==> config.mk <==
export PLATFORM = sky130hd
export DESIGN_NAME = halton_subpixel_jitter_top
export DESIGN_NICKNAME = d
export VERILOG_FILES = /design/src/hw/rtl/hsj_pkg.sv /design/src/hw/rtl/halton_subpixel_jitter_top.sv /design/src/hw/rtl/hsj_phase.sv /design/src/hw/rtl/hsj_modidx.sv /design/src/hw/rtl/hsj_digits.sv
export SDC_FILE = /design/constraint.sdc
export NUM_CORES = 1
export LEC_CHECK = 0
export ABC_AREA = 0
export BUFFER_PORTS_ARGS = -buffer_cell sky130_fd_sc_hd__buf_2
export CELL_PAD_IN_SITES_DETAIL_PLACEMENT = 0
export CELL_PAD_IN_SITES_GLOBAL_PLACEMENT = 1
export CORE_ASPECT_RATIO = 0.7
export CORE_MARGIN = 3
export CORE_UTILIZATION = 28
export CTS_CLUSTER_SIZE = 30
export DETAILED_ROUTE_END_ITERATION = 6
export GPL_TIMING_DRIVEN = 1
export HOLD_SLACK_MARGIN = 0.02
export PLACE_DENSITY = 0.58
export SETUP_SLACK_MARGIN = 0.02
export SYNTH_ARGS = -nofsm -noshare
export SYNTH_HDL_FRONTEND = slang
export SYNTH_SLANG_ARGS = --single-unit
==> constraint.sdc <==
create_clock -name clk -period 38.5 [get_ports clk]
set_clock_uncertainty 0.1 [all_clocks]
set_input_delay 7.7 -clock clk [delete_from_list [all_inputs] [get_ports clk]]
set_output_delay 7.7 -clock clk [all_outputs]
set_load 0.03 [all_outputs]
==> src/hw/rtl/hsj_pkg.sv <==
// shared constants and types of the halton sub-pixel jitter block
`default_nettype none

package hsj_pkg;

  localparam int FRAME_W = 32;          // frame index width
  localparam int CFG_W   = 15;          // width of the width registers
  localparam int CIDX_W  = 2;           // register index width
  localparam int OUT_W   = 16;          // jitter output width
  localparam int PH_W    = 34;          // phase count width
  localparam int IDX_W   = FRAME_W + 1; // sequence index, up to 2^32
  localparam int DIG_N   = 21;          // base-3 digits, 3^21 > 2^32

  localparam logic [CIDX_W-1:0] REG_ENABLE  = 2'd0;
  localparam logic [CIDX_W-1:0] REG_RENDER  = 2'd1;
  localparam logic [CIDX_W-1:0] REG_DISPLAY = 2'd2;

  localparam logic signed [OUT_W-1:0] OUT_MAX = 16'sh7fff;
  localparam logic signed [OUT_W-1:0] OUT_MIN = -16'sh8000;

  typedef struct packed {
    logic            busy;
    logic [PH_W-1:0] phase;
  } ph_stat_t;

endpackage

`default_nettype wire

==> src/hw/rtl/halton_subpixel_jitter_top.sv <==
// top level of the halton sub-pixel jitter generator
//
//   port group   direction  handshake          payload
//   cfg_         in         cfg_we             cfg_index, cfg_data
//   in_          in         in_valid/in_stall  in_frame_index
//   out_         out        out_valid/out_stall out_jitter_x, out_jitter_y
//
// one item at a time: frame mod phase, then base-3 conversion, then FRAC_BITS
// fraction bits; when off, the item goes straight to the result
// a register write starts the phase count unit: serial squares of the 15-bit widths,
// a load step and a 35-step division; in_stall stays high until the division ends
// a finished result waits in the output register while the next item is taken
// reset is synchronous and returns the register defaults
`default_nettype none

module halton_subpixel_jitter_top #(
  parameter int FRAC_BITS = 16
) (
  input  logic                               clk,
  input  logic                               rst_n,
  input  logic                               cfg_we,
  input  logic [hsj_pkg::CIDX_W-1:0]         cfg_index,
  input  logic [hsj_pkg::CFG_W-1:0]          cfg_data,
  input  logic                               in_valid,
  output logic                               in_stall,
  input  logic [hsj_pkg::FRAME_W-1:0]        in_frame_index,
  output logic                               out_valid,
  input  logic                               out_stall,
  output logic signed [hsj_pkg::OUT_W-1:0]   out_jitter_x,
  output logic signed [hsj_pkg::OUT_W-1:0]   out_jitter_y
);

  localparam logic [1:0] S_IDLE = 2'd0;
  localparam logic [1:0] S_MOD  = 2'd1;
  localparam logic [1:0] S_DIG  = 2'd2;
  localparam logic [1:0] S_DONE = 2'd3;

  logic                              en_r;
  logic [hsj_pkg::CFG_W-1:0]         rend_r;
  logic [hsj_pkg::CFG_W-1:0]         disp_r;
  logic                              ph_go_r;
  logic [1:0]                        st_r;
  logic                              zero_r;
  logic                              out_valid_r;
  logic signed [hsj_pkg::OUT_W-1:0]  ojx_r;
  logic signed [hsj_pkg::OUT_W-1:0]  ojy_r;

  hsj_pkg::ph_stat_t                 ph;
  logic                              in_acc;
  logic                              zero_req;
  logic                              out_free;
  logic                              md_start;
  logic                              md_done;
  logic [hsj_pkg::IDX_W-1:0]         idx;
  logic                              dg_start;
  logic                              dg_done;
  logic [FRAC_BITS-1:0]              s2;
  logic [FRAC_BITS-1:0]              s3;
  logic signed [FRAC_BITS-1:0]       vx;
  logic signed [FRAC_BITS-1:0]       vy;
  logic signed [hsj_pkg::OUT_W-1:0]  jx;
  logic signed [hsj_pkg::OUT_W-1:0]  jy;

  always_ff @(posedge clk) begin
    if (!rst_n) begin
      en_r    <= 1'b0;
      rend_r  <= '0;
      disp_r  <= hsj_pkg::CFG_W'(1);
      ph_go_r <= 1'b0;
    end else begin
      ph_go_r <= cfg_we;
      if (cfg_we) begin
        case (cfg_index)
          hsj_pkg::REG_ENABLE:  en_r   <= cfg_data[0];
          hsj_pkg::REG_RENDER:  rend_r <= cfg_data;
          hsj_pkg::REG_DISPLAY: disp_r <= cfg_data;
          default: ;
        endcase
      end
    end
  end

  hsj_phase u_phase (
    .clk   (clk),
    .rst_n (rst_n),
    .start (ph_go_r),
    .disp  (disp_r),
    .rend  (rend_r),
    .stat  (ph)
  );

  assign in_stall = (st_r != S_IDLE) | ph.busy | ph_go_r;
  assign in_acc   = in_valid & ~in_stall;
  assign zero_req = ~en_r | (rend_r == '0);
  assign out_free = ~out_valid_r | ~out_stall;
  assign md_start = in_acc & ~zero_req;
  assign dg_start = (st_r == S_MOD) & md_done;

  hsj_modidx u_modidx (
    .clk   (clk),
    .rst_n (rst_n),
    .start (md_start),
    .frame (in_frame_index),
    .phase (ph.phase),
    .done  (md_done),
    .idx   (idx)
  );

  hsj_digits #(
    .FRAC_BITS (FRAC_BITS)
  ) u_digits (
    .clk   (clk),
    .rst_n (rst_n),
    .start (dg_start),
    .idx   (idx),
    .done  (dg_done),
    .s2    (s2),
    .s3    (s3)
  );

  // subtracting one half flips the top fraction bit
  assign vx = {~s2[FRAC_BITS-1], s2[FRAC_BITS-2:0]};
  assign vy = {~s3[FRAC_BITS-1], s3[FRAC_BITS-2:0]};

  if (FRAC_BITS > hsj_pkg::OUT_W) begin : g_sat
    localparam logic signed [FRAC_BITS-1:0] VMAX = FRAC_BITS'(hsj_pkg::OUT_MAX);
    localparam logic signed [FRAC_BITS-1:0] VMIN = FRAC_BITS'(hsj_pkg::OUT_MIN);
    always_comb begin
      if (vx > VMAX) begin
        jx = hsj_pkg::OUT_MAX;
      end else if (vx < VMIN) begin
        jx = hsj_pkg::OUT_MIN;
      end else begin
        jx = vx[hsj_pkg::OUT_W-1:0];
      end
      if (vy > VMAX) begin
        jy = hsj_pkg::OUT_MAX;
      end else if (vy < VMIN) begin
        jy = hsj_pkg::OUT_MIN;
      end else begin
        jy = vy[hsj_pkg::OUT_W-1:0];
      end
    end
  end else begin : g_ext
    assign jx = hsj_pkg::OUT_W'(vx);
    assign jy = hsj_pkg::OUT_W'(vy);
  end

  always_ff @(posedge clk) begin
    if (!rst_n) begin
      st_r        <= S_IDLE;
      zero_r      <= 1'b0;
      out_valid_r <= 1'b0;
    end else begin
      case (st_r)
        S_IDLE: begin
          if (in_acc) begin
            zero_r <= zero_req;
            st_r   <= zero_req ? S_DONE : S_MOD;
          end
        end
        S_MOD: begin
          if (md_done) begin
            st_r <= S_DIG;
          end
        end
        S_DIG: begin
          if (dg_done) begin
            st_r <= S_DONE;
          end
        end
        S_DONE: begin
          if (out_free) begin
            st_r <= S_IDLE;
          end
        end
        default: st_r <= S_IDLE;
      endcase
      if ((st_r == S_DONE) && out_free) begin
        out_valid_r <= 1'b1;
      end else if (!out_stall) begin
        out_valid_r <= 1'b0;
      end
    end
  end

  always_ff @(posedge clk) begin
    if ((st_r == S_DONE) && out_free) begin
      ojx_r <= zero_r ? '0 : jx;
      ojy_r <= zero_r ? '0 : jy;
    end
  end

  assign out_valid    = out_valid_r;
  assign out_jitter_x = ojx_r;
  assign out_jitter_y = ojy_r;

  a_phase_nonzero: assert property (@(posedge clk) disable iff (!rst_n)
    !ph.busy |-> (ph.phase != '0))
    else $error("phase count is zero");

  a_digits_in_order: assert property (@(posedge clk) disable iff (!rst_n)
    dg_done |-> (st_r == S_DIG))
    else $error("digit unit finished outside its step");

  a_result_from_done: assert property (@(posedge clk) disable iff (!rst_n)
    $rose(out_valid_r) |-> $past(st_r == S_DONE))
    else $error("result shown without a finished item");

endmodule

`default_nettype wire

==> src/hw/rtl/hsj_phase.sv <==
// phase count unit: serial squares of both widths, then restoring division
`default_nettype none

module hsj_phase (
  input  logic                       clk,
  input  logic                       rst_n,
  input  logic                       start,
  input  logic [hsj_pkg::CFG_W-1:0]  disp,
  input  logic [hsj_pkg::CFG_W-1:0]  rend,
  output hsj_pkg::ph_stat_t          stat
);

  localparam int SQ_W  = 2 * hsj_pkg::CFG_W;
  localparam int N_W   = SQ_W + 5;
  localparam int M_W   = SQ_W + 1;
  localparam int CNT_W = $clog2(N_W);

  localparam logic [1:0] P_IDLE = 2'd0;
  localparam logic [1:0] P_SQ   = 2'd1;
  localparam logic [1:0] P_LD   = 2'd2;
  localparam logic [1:0] P_DIV  = 2'd3;

  logic [1:0]                  st_r;
  logic [CNT_W-1:0]            cnt_r;
  logic [hsj_pkg::PH_W-1:0]    phase_r;
  logic [hsj_pkg::CFG_W-1:0]   mqd_r;
  logic [hsj_pkg::CFG_W-1:0]   mqr_r;
  logic [SQ_W-1:0]             mcd_r;
  logic [SQ_W-1:0]             mcr_r;
  logic [SQ_W-1:0]             sqd_r;
  logic [SQ_W-1:0]             sqr_r;
  logic [N_W-1:0]              nq_r;
  logic [M_W-1:0]              rm_r;
  logic [M_W-1:0]              dv_r;

  logic [M_W:0]                sh;
  logic [M_W:0]                df;
  logic                        ge;
  logic [N_W-1:0]              nq_nxt;
  logic [M_W-1:0]              rm_nxt;
  logic [N_W-1:0]              numer;

  always_comb begin
    sh     = {rm_r, nq_r[N_W-1]};
    ge     = (sh >= {1'b0, dv_r});
    df     = sh - {1'b0, dv_r};
    nq_nxt = {nq_r[N_W-2:0], ge};
    rm_nxt = ge ? df[M_W-1:0] : sh[M_W-1:0];
    // 16*D*D + R*R
    numer  = N_W'({sqd_r, 4'b0000}) + N_W'(sqr_r);
  end

  always_ff @(posedge clk) begin
    if (!rst_n) begin
      st_r    <= P_IDLE;
      cnt_r   <= '0;
      phase_r <= hsj_pkg::PH_W'(1);
    end else if (start) begin
      st_r  <= P_SQ;
      cnt_r <= CNT_W'(hsj_pkg::CFG_W - 1);
    end else begin
      case (st_r)
        P_SQ: begin
          if (cnt_r == '0) begin
            st_r <= P_LD;
          end else begin
            cnt_r <= cnt_r - CNT_W'(1);
          end
        end
        P_LD: begin
          st_r  <= P_DIV;
          cnt_r <= CNT_W'(N_W - 1);
        end
        P_DIV: begin
          if (cnt_r == '0) begin
            st_r <= P_IDLE;
            // a zero quotient counts as one phase
            phase_r <= (nq_nxt == '0) ? hsj_pkg::PH_W'(1) : nq_nxt[hsj_pkg::PH_W-1:0];
          end else begin
            cnt_r <= cnt_r - CNT_W'(1);
          end
        end
        default: st_r <= P_IDLE;
      endcase
    end
  end

  always_ff @(posedge clk) begin
    if (start) begin
      mqd_r <= disp;
      mqr_r <= rend;
      mcd_r <= SQ_W'(disp);
      mcr_r <= SQ_W'(rend);
      sqd_r <= '0;
      sqr_r <= '0;
    end else if (st_r == P_SQ) begin
      if (mqd_r[0]) begin
        sqd_r <= sqd_r + mcd_r;
      end
      if (mqr_r[0]) begin
        sqr_r <= sqr_r + mcr_r;
      end
      mqd_r <= mqd_r >> 1;
      mqr_r <= mqr_r >> 1;
      mcd_r <= mcd_r << 1;
      mcr_r <= mcr_r << 1;
    end else if (st_r == P_LD) begin
      nq_r <= numer;
      rm_r <= '0;
      dv_r <= {sqr_r, 1'b0};
    end else if (st_r == P_DIV) begin
      nq_r <= nq_nxt;
      rm_r <= rm_nxt;
    end
  end

  always_comb begin
    stat.busy  = (st_r != P_IDLE);
    stat.phase = phase_r;
  end

endmodule

`default_nettype wire

==> src/hw/rtl/hsj_modidx.sv <==
// sequence index unit: frame mod phase by restoring division, plus one
`default_nettype none

module hsj_modidx (
  input  logic                        clk,
  input  logic                        rst_n,
  input  logic                        start,
  input  logic [hsj_pkg::FRAME_W-1:0] frame,
  input  logic [hsj_pkg::PH_W-1:0]    phase,
  output logic                        done,
  output logic [hsj_pkg::IDX_W-1:0]   idx
);

  localparam int CNT_W = $clog2(hsj_pkg::FRAME_W);

  logic                        busy_r;
  logic                        done_r;
  logic [CNT_W-1:0]            cnt_r;
  logic [hsj_pkg::FRAME_W-1:0] quo_r;
  logic [hsj_pkg::FRAME_W-1:0] rem_r;

  logic [hsj_pkg::FRAME_W:0]   sh;
  logic [hsj_pkg::PH_W-1:0]    df;
  logic                        ge;
  logic [hsj_pkg::FRAME_W-1:0] rem_nxt;

  // the partial remainder never exceeds the frame bits taken so far
  always_comb begin
    sh      = {rem_r, quo_r[hsj_pkg::FRAME_W-1]};
    ge      = (hsj_pkg::PH_W'(sh) >= phase);
    df      = hsj_pkg::PH_W'(sh) - phase;
    rem_nxt = ge ? df[hsj_pkg::FRAME_W-1:0] : sh[hsj_pkg::FRAME_W-1:0];
  end

  always_ff @(posedge clk) begin
    if (!rst_n) begin
      busy_r <= 1'b0;
      done_r <= 1'b0;
      cnt_r  <= '0;
    end else begin
      done_r <= 1'b0;
      if (start) begin
        busy_r <= 1'b1;
        cnt_r  <= CNT_W'(hsj_pkg::FRAME_W - 1);
      end else if (busy_r) begin
        if (cnt_r == '0) begin
          busy_r <= 1'b0;
          done_r <= 1'b1;
        end else begin
          cnt_r <= cnt_r - CNT_W'(1);
        end
      end
    end
  end

  always_ff @(posedge clk) begin
    if (start) begin
      quo_r <= frame;
      rem_r <= '0;
    end else if (busy_r) begin
      quo_r <= quo_r << 1;
      rem_r <= rem_nxt;
    end
  end

  assign done = done_r;
  assign idx  = hsj_pkg::IDX_W'(rem_r) + hsj_pkg::IDX_W'(1);

endmodule

`default_nettype wire

==> src/hw/rtl/hsj_digits.sv <==
// radical inverse unit: base-3 digit register and fraction bits, one bit per cycle
`default_nettype none

module hsj_digits #(
  parameter int FRAC_BITS = 16
) (
  input  logic                      clk,
  input  logic                      rst_n,
  input  logic                      start,
  input  logic [hsj_pkg::IDX_W-1:0] idx,
  output logic                      done,
  output logic [FRAC_BITS-1:0]      s2,
  output logic [FRAC_BITS-1:0]      s3
);

  localparam int CNT_W = $clog2(hsj_pkg::IDX_W);

  localparam logic [1:0] D_IDLE = 2'd0;
  localparam logic [1:0] D_CONV = 2'd1;
  localparam logic [1:0] D_FRAC = 2'd2;

  typedef logic [1:0] trit_t;
  typedef trit_t [hsj_pkg::DIG_N-1:0] trit_vec_t;
  typedef struct packed {
    logic      cy;
    trit_vec_t d;
  } tdbl_t;

  // doubles the integer and adds cin, carry ripples up from the least digit
  function automatic trit_vec_t dbl_up(input trit_vec_t d, input logic cin);
    trit_vec_t  r;
    logic       c;
    logic [2:0] t;
    c = cin;
    for (int k = 0; k < hsj_pkg::DIG_N; k++) begin
      t = {d[k], 1'b0} + {2'b00, c};
      if (t >= 3'd3) begin
        r[k] = 2'(t - 3'd3);
        c    = 1'b1;
      end else begin
        r[k] = t[1:0];
        c    = 1'b0;
      end
    end
    return r;
  endfunction

  // doubles the fraction 0.d0 d1 d2 ..., carry out is the next binary bit
  function automatic tdbl_t dbl_down(input trit_vec_t d);
    tdbl_t      r;
    logic       c;
    logic [2:0] t;
    c = 1'b0;
    for (int k = hsj_pkg::DIG_N - 1; k >= 0; k--) begin
      t = {d[k], 1'b0} + {2'b00, c};
      if (t >= 3'd3) begin
        r.d[k] = 2'(t - 3'd3);
        c      = 1'b1;
      end else begin
        r.d[k] = t[1:0];
        c      = 1'b0;
      end
    end
    r.cy = c;
    return r;
  endfunction

  logic [1:0]                st_r;
  logic [CNT_W-1:0]          cnt_r;
  logic                      done_r;
  logic [hsj_pkg::IDX_W-1:0] ib_r;
  trit_vec_t                 dig_r;
  logic [FRAC_BITS-1:0]      b2_r;
  logic [FRAC_BITS-1:0]      s2_r;
  logic [FRAC_BITS-1:0]      s3_r;

  trit_vec_t                 up_nxt;
  tdbl_t                     dn_nxt;

  always_comb begin
    up_nxt = dbl_up(dig_r, ib_r[hsj_pkg::IDX_W-1]);
    dn_nxt = dbl_down(dig_r);
  end

  always_ff @(posedge clk) begin
    if (!rst_n) begin
      st_r   <= D_IDLE;
      cnt_r  <= '0;
      done_r <= 1'b0;
    end else begin
      done_r <= 1'b0;
      if (start) begin
        st_r  <= D_CONV;
        cnt_r <= CNT_W'(hsj_pkg::IDX_W - 1);
      end else begin
        case (st_r)
          D_CONV: begin
            if (cnt_r == '0) begin
              st_r  <= D_FRAC;
              cnt_r <= CNT_W'(FRAC_BITS - 1);
            end else begin
              cnt_r <= cnt_r - CNT_W'(1);
            end
          end
          D_FRAC: begin
            if (cnt_r == '0) begin
              st_r   <= D_IDLE;
              done_r <= 1'b1;
            end else begin
              cnt_r <= cnt_r - CNT_W'(1);
            end
          end
          default: st_r <= D_IDLE;
        endcase
      end
    end
  end

  always_ff @(posedge clk) begin
    if (start) begin
      ib_r  <= idx;
      dig_r <= '0;
      b2_r  <= idx[FRAC_BITS-1:0];
    end else if (st_r == D_CONV) begin
      // index enters msb first into the base-3 register
      ib_r  <= ib_r << 1;
      dig_r <= up_nxt;
    end else if (st_r == D_FRAC) begin
      dig_r <= dn_nxt.d;
      s3_r  <= {s3_r[FRAC_BITS-2:0], dn_nxt.cy};
      // base 2: index bits come out reversed
      s2_r  <= {s2_r[FRAC_BITS-2:0], b2_r[0]};
      b2_r  <= b2_r >> 1;
    end
  end

  assign done = done_r;
  assign s2   = s2_r;
  assign s3   = s3_r;

endmodule

`default_nettype wire

==> summary.md <==
| Metric | Value |
|---|---|
| Critical Path RT | `38.96 ns` |
| FF-to-FF Start | `u_digits.ib_r[32]` |
| Final Slew Violations | `0` |
| Hold Crit Depth | `0` |
| GR Overflow Total | `0` |
| Max-cap viol count | `0` |
| DR vias | `roughly 24000` |
| Clock tree from TritonCTS | `done` |
| Drt via density | `~4.8` |
| Distinct cells, synth | `89` |
| Most used cell, CP | `ha_1` |
| Synth area leader | `edfxtp_1` |
| Htree depth | `3` |
| DP Worst Slack | `approximately 22 ns` |
| Flip-flop and latch area | `between 10000 and 15000 sq um` |
| Clk root buf | `clkbuf_16` |
| Worst hold path class | `flip-flop to flip-flop` |
| Pleak | `roughly 14 nW` |
| Port-buffer cells | `87` |
| Fraction of registers with async set/reset | `0` |
| Synth Cell Area | `31700 sq um` |
| CP Max Fanout | `7` |
| EDFF count, synth | `around 300` |
| Fin util | `0.323` |
| Crit path DAT | `17.22 ns` |
| ANT nets after route | `0` |
| Min-delay src | `u_digits.s3[3]` |
| Worst Hold End | `u_digits.s3[4]` |
| Slowest stage cell on the critical path | `nor3_1` |
| Hold_ws | `0.333 ns` |
| First-pass GRT wire length | `131 mm` |
| Pwr dens | `about 56 nW/um^2` |
| Wire per inst | `between 15 and 20 um` |
| Slew headroom | `0.148` |
| CTS Hold Bufs | `0` |
| Initial antenna violation count | `1` |
| Setup crit end kind | `flip-flop` |
| CP top delay family | `compound AO/OA/AOI/OAI gates` |
| Final Power | `~2.0 mW` |
| Die W | `408 um` |
| Final WS setup | `21.74 ns` |
| Core Region | `around 110000 sq um` |
| I/O Pins | `88` |
| DP HPWL | `56.8 mm` |
| Syn Area/Cell | `approximately 9.1 sq um` |
| Reg2Reg Setup Slack | `21.74 ns` |
| R2R cell count | `just under 80` |
| Critical Path Max Stage Delay | `approximately 0.56 ns` |
| Synth top area share | `0.285` |
| DR pass1 iterations | `5` |
| Multi-input logic area | `16300 sq um` |
| Vias in the first global route | `around 23000` |
| CP startpoint kind | `flip-flop` |
| Min Tclk post-route | `~17 ns` |
| Most common cell after layout, fill and taps aside | `nand2_1` |
| Area growth, synth to finish | `13.5%` |
| RSZ-0062 raised after global routing | `false` |
| # setup viols final | `0` |
| Commonest register cell after synthesis | `edfxtp_1` |
| Final-report hold violation count | `0` |
| Dpl cell area | `approximately 34000 sq um` |
| Initial DRC count | `around 1600` |
| Synth top area cells | `edfxtp_1, dfxtp_1, ha_1, nand2_1, a21oi_1` |
| Placed Cells incl. Taps | `about 5000` |
| CTS sink count | `559` |
| Rows | `102` |
| Fmax achieved | `59.7 MHz` |
| Clock Tree Buf Depth | `3` |
| Filler cells | `between 10000 and 15000` |
| Final non-filler cell total | `roughly 5000` |
| Routability congestion estimate | `about 0.77` |
| Yosys warning total | `0` |
| Clock Latency Late Sink | `0.65 ns` |
| Total Routed Length | `81.0 mm` |
| Diodes inserted | `0` |
| Post-route DRC | `0` |
| Die Ht | `287 um` |
| Post-CTS resize count | `0` |
| CP bufs+invs | `9` |
| Layout cells sized above 1 | `0.0853` |
| Setup bufs post-CTS | `0` |
| TritonCTS buffer count | `between 60 and 70` |
| Yosys reg bits | `approximately 560` |
| Seq/Total Area, Yosys | `0.448` |
| Setup TNS | `0 ns` |
| Clock Pin Slew Worst Setup and Hold Paths | `around 0.06 ns` |
| Status | `completed` |
| Mapped Nets | `between 3000 and 4000` |
| Initial cell density of the core | `0.284` |
| NumNets Final | `around 3800` |
| Largest net degree at the start of global routing | `a little over 80` |
| Synth Instances | `roughly 3500` |
| Slew @ Worst Pin | `~1.3 ns` |
| Die area | `roughly 120000 sq um` |
| Most frequent cells in the layout | `nand2_1, a21oi_1, edfxtp_1` |
| Worst reg2reg endpoint | `u_digits.dig_r[41]` |
| Final instance area | `between 30000 and 40000 sq um` |
| Tcrit/Tclk final | `0.435` |
| Crit Path Category | `flip-flop to flip-flop` |
| Gr usage total | `0.137` |
| Max rail drop VDD | `~0.037 mV` |
[routing by layer]
layer  routed length [um]  vias to the layer above  GRT usage
met5                    0                        -          0
met4                 1310                        0     0.0310
met3                 2570                       81     0.0219
met2                31700                      310      0.190
met1                45500                    11500      0.217
li1                     -                    12500          -
[worst reg2reg max path, delay by kind of cell, from the launching register on]
family | cells | cell delay, ns
AOI/OAI and AO/OA | 23 | 5.59
DFF | 1 | 0.44
buffers and inverters | 9 | 0.83
and+or+nand+nor | 24 | 5.06
adders and majority gates | 21 | 4.70
[cells in the mapped netlist, types with 19 or more instances]
cell	n
xnor2_1	95
xor2_1	53
clkbuf_1	111
nor3_1	64
or3_1	29
inv_1	199
o21a_1	50
nor2b_1	57
a211oi_1	29
mux2i_1	99
o211ai_1	25
a21o_1	50
and2_1	20
and3_1	29
a31oi_1	28
a21oi_1	326
nand2_1	508
nor2_1	285
edfxtp_1	301
or2_2	19
o21bai_1	21
nand3_1	69
ha_1	205
dfxtp_1	258
nand2b_1	29
o21ai_0	230
nor4_1	25
mux2_2	30
[flip-flops by register name (all words and copies together), names as in the netlist, 16 cells and up]
name and cells:
out_jitter_x 16, out_jitter_y 16, u_digits.b2_r 16, u_digits.dig_r 42, u_digits.ib_r 33, u_digits.s2 16
u_digits.s3 16, u_modidx.quo_r 32, u_modidx.rem_r 32, u_phase.dv_r 30, u_phase.mcd_r 30, u_phase.mcr_r 30
u_phase.nq_r 35, u_phase.phase_r 34, u_phase.rm_r 31, u_phase.sqd_r 30, u_phase.sqr_r 30
[worst max-delay path by stage]
stage	start	end	slack (ns)	cells past startpoint
floorplan	u_digits.ib_r[32]	u_digits.dig_r[41]	24.18	77
global placement	u_digits.ib_r[32]	u_digits.dig_r[41]	22.17	77
detailed placement	u_digits.ib_r[32]	u_digits.dig_r[41]	21.92	77
CTS	u_digits.ib_r[32]	u_digits.dig_r[41]	21.82	77
global route	u_digits.ib_r[32]	u_digits.dig_r[41]	20.23	79
finish	u_digits.ib_r[32]	u_digits.dig_r[41]	21.74	77
[cell families (layout without fill, tap and decap cells)]
family / Yosys count / count (layout) / synth area share
AOI/OAI and AO/OA: 894 / 894 / 0.174
xor gates and xnor gates: 148 / 148 / 0.0409
adders and majority gates: 210 / 210 / 0.0841
buffers and inverters: 336 / 444 / 0.0405
DFF: 559 / 559 / 0.448
muxes: 129 / 129 / 0.0420
and+or+nand+nor: 1193 / 1193 / 0.170
[where the power goes]
part	switching [mW]	internal, mW	total, mW
sequential	0.0672	0.690	0.757
combinational	0.356	0.268	0.624
clock	0.278	0.362	0.641
total	0.701	1.32	2.02
[cell type report]
cell class              instances  share of cell area
inverters                     202              0.0212
well taps                    1508              0.0525
clock inverters                37             0.00978
clock buffers                  87              0.0510
repair buffers                118              0.0186
flip-flops and latches        559               0.395
multi-input cells            2574               0.452
Power figures use the tool's default switching activity.
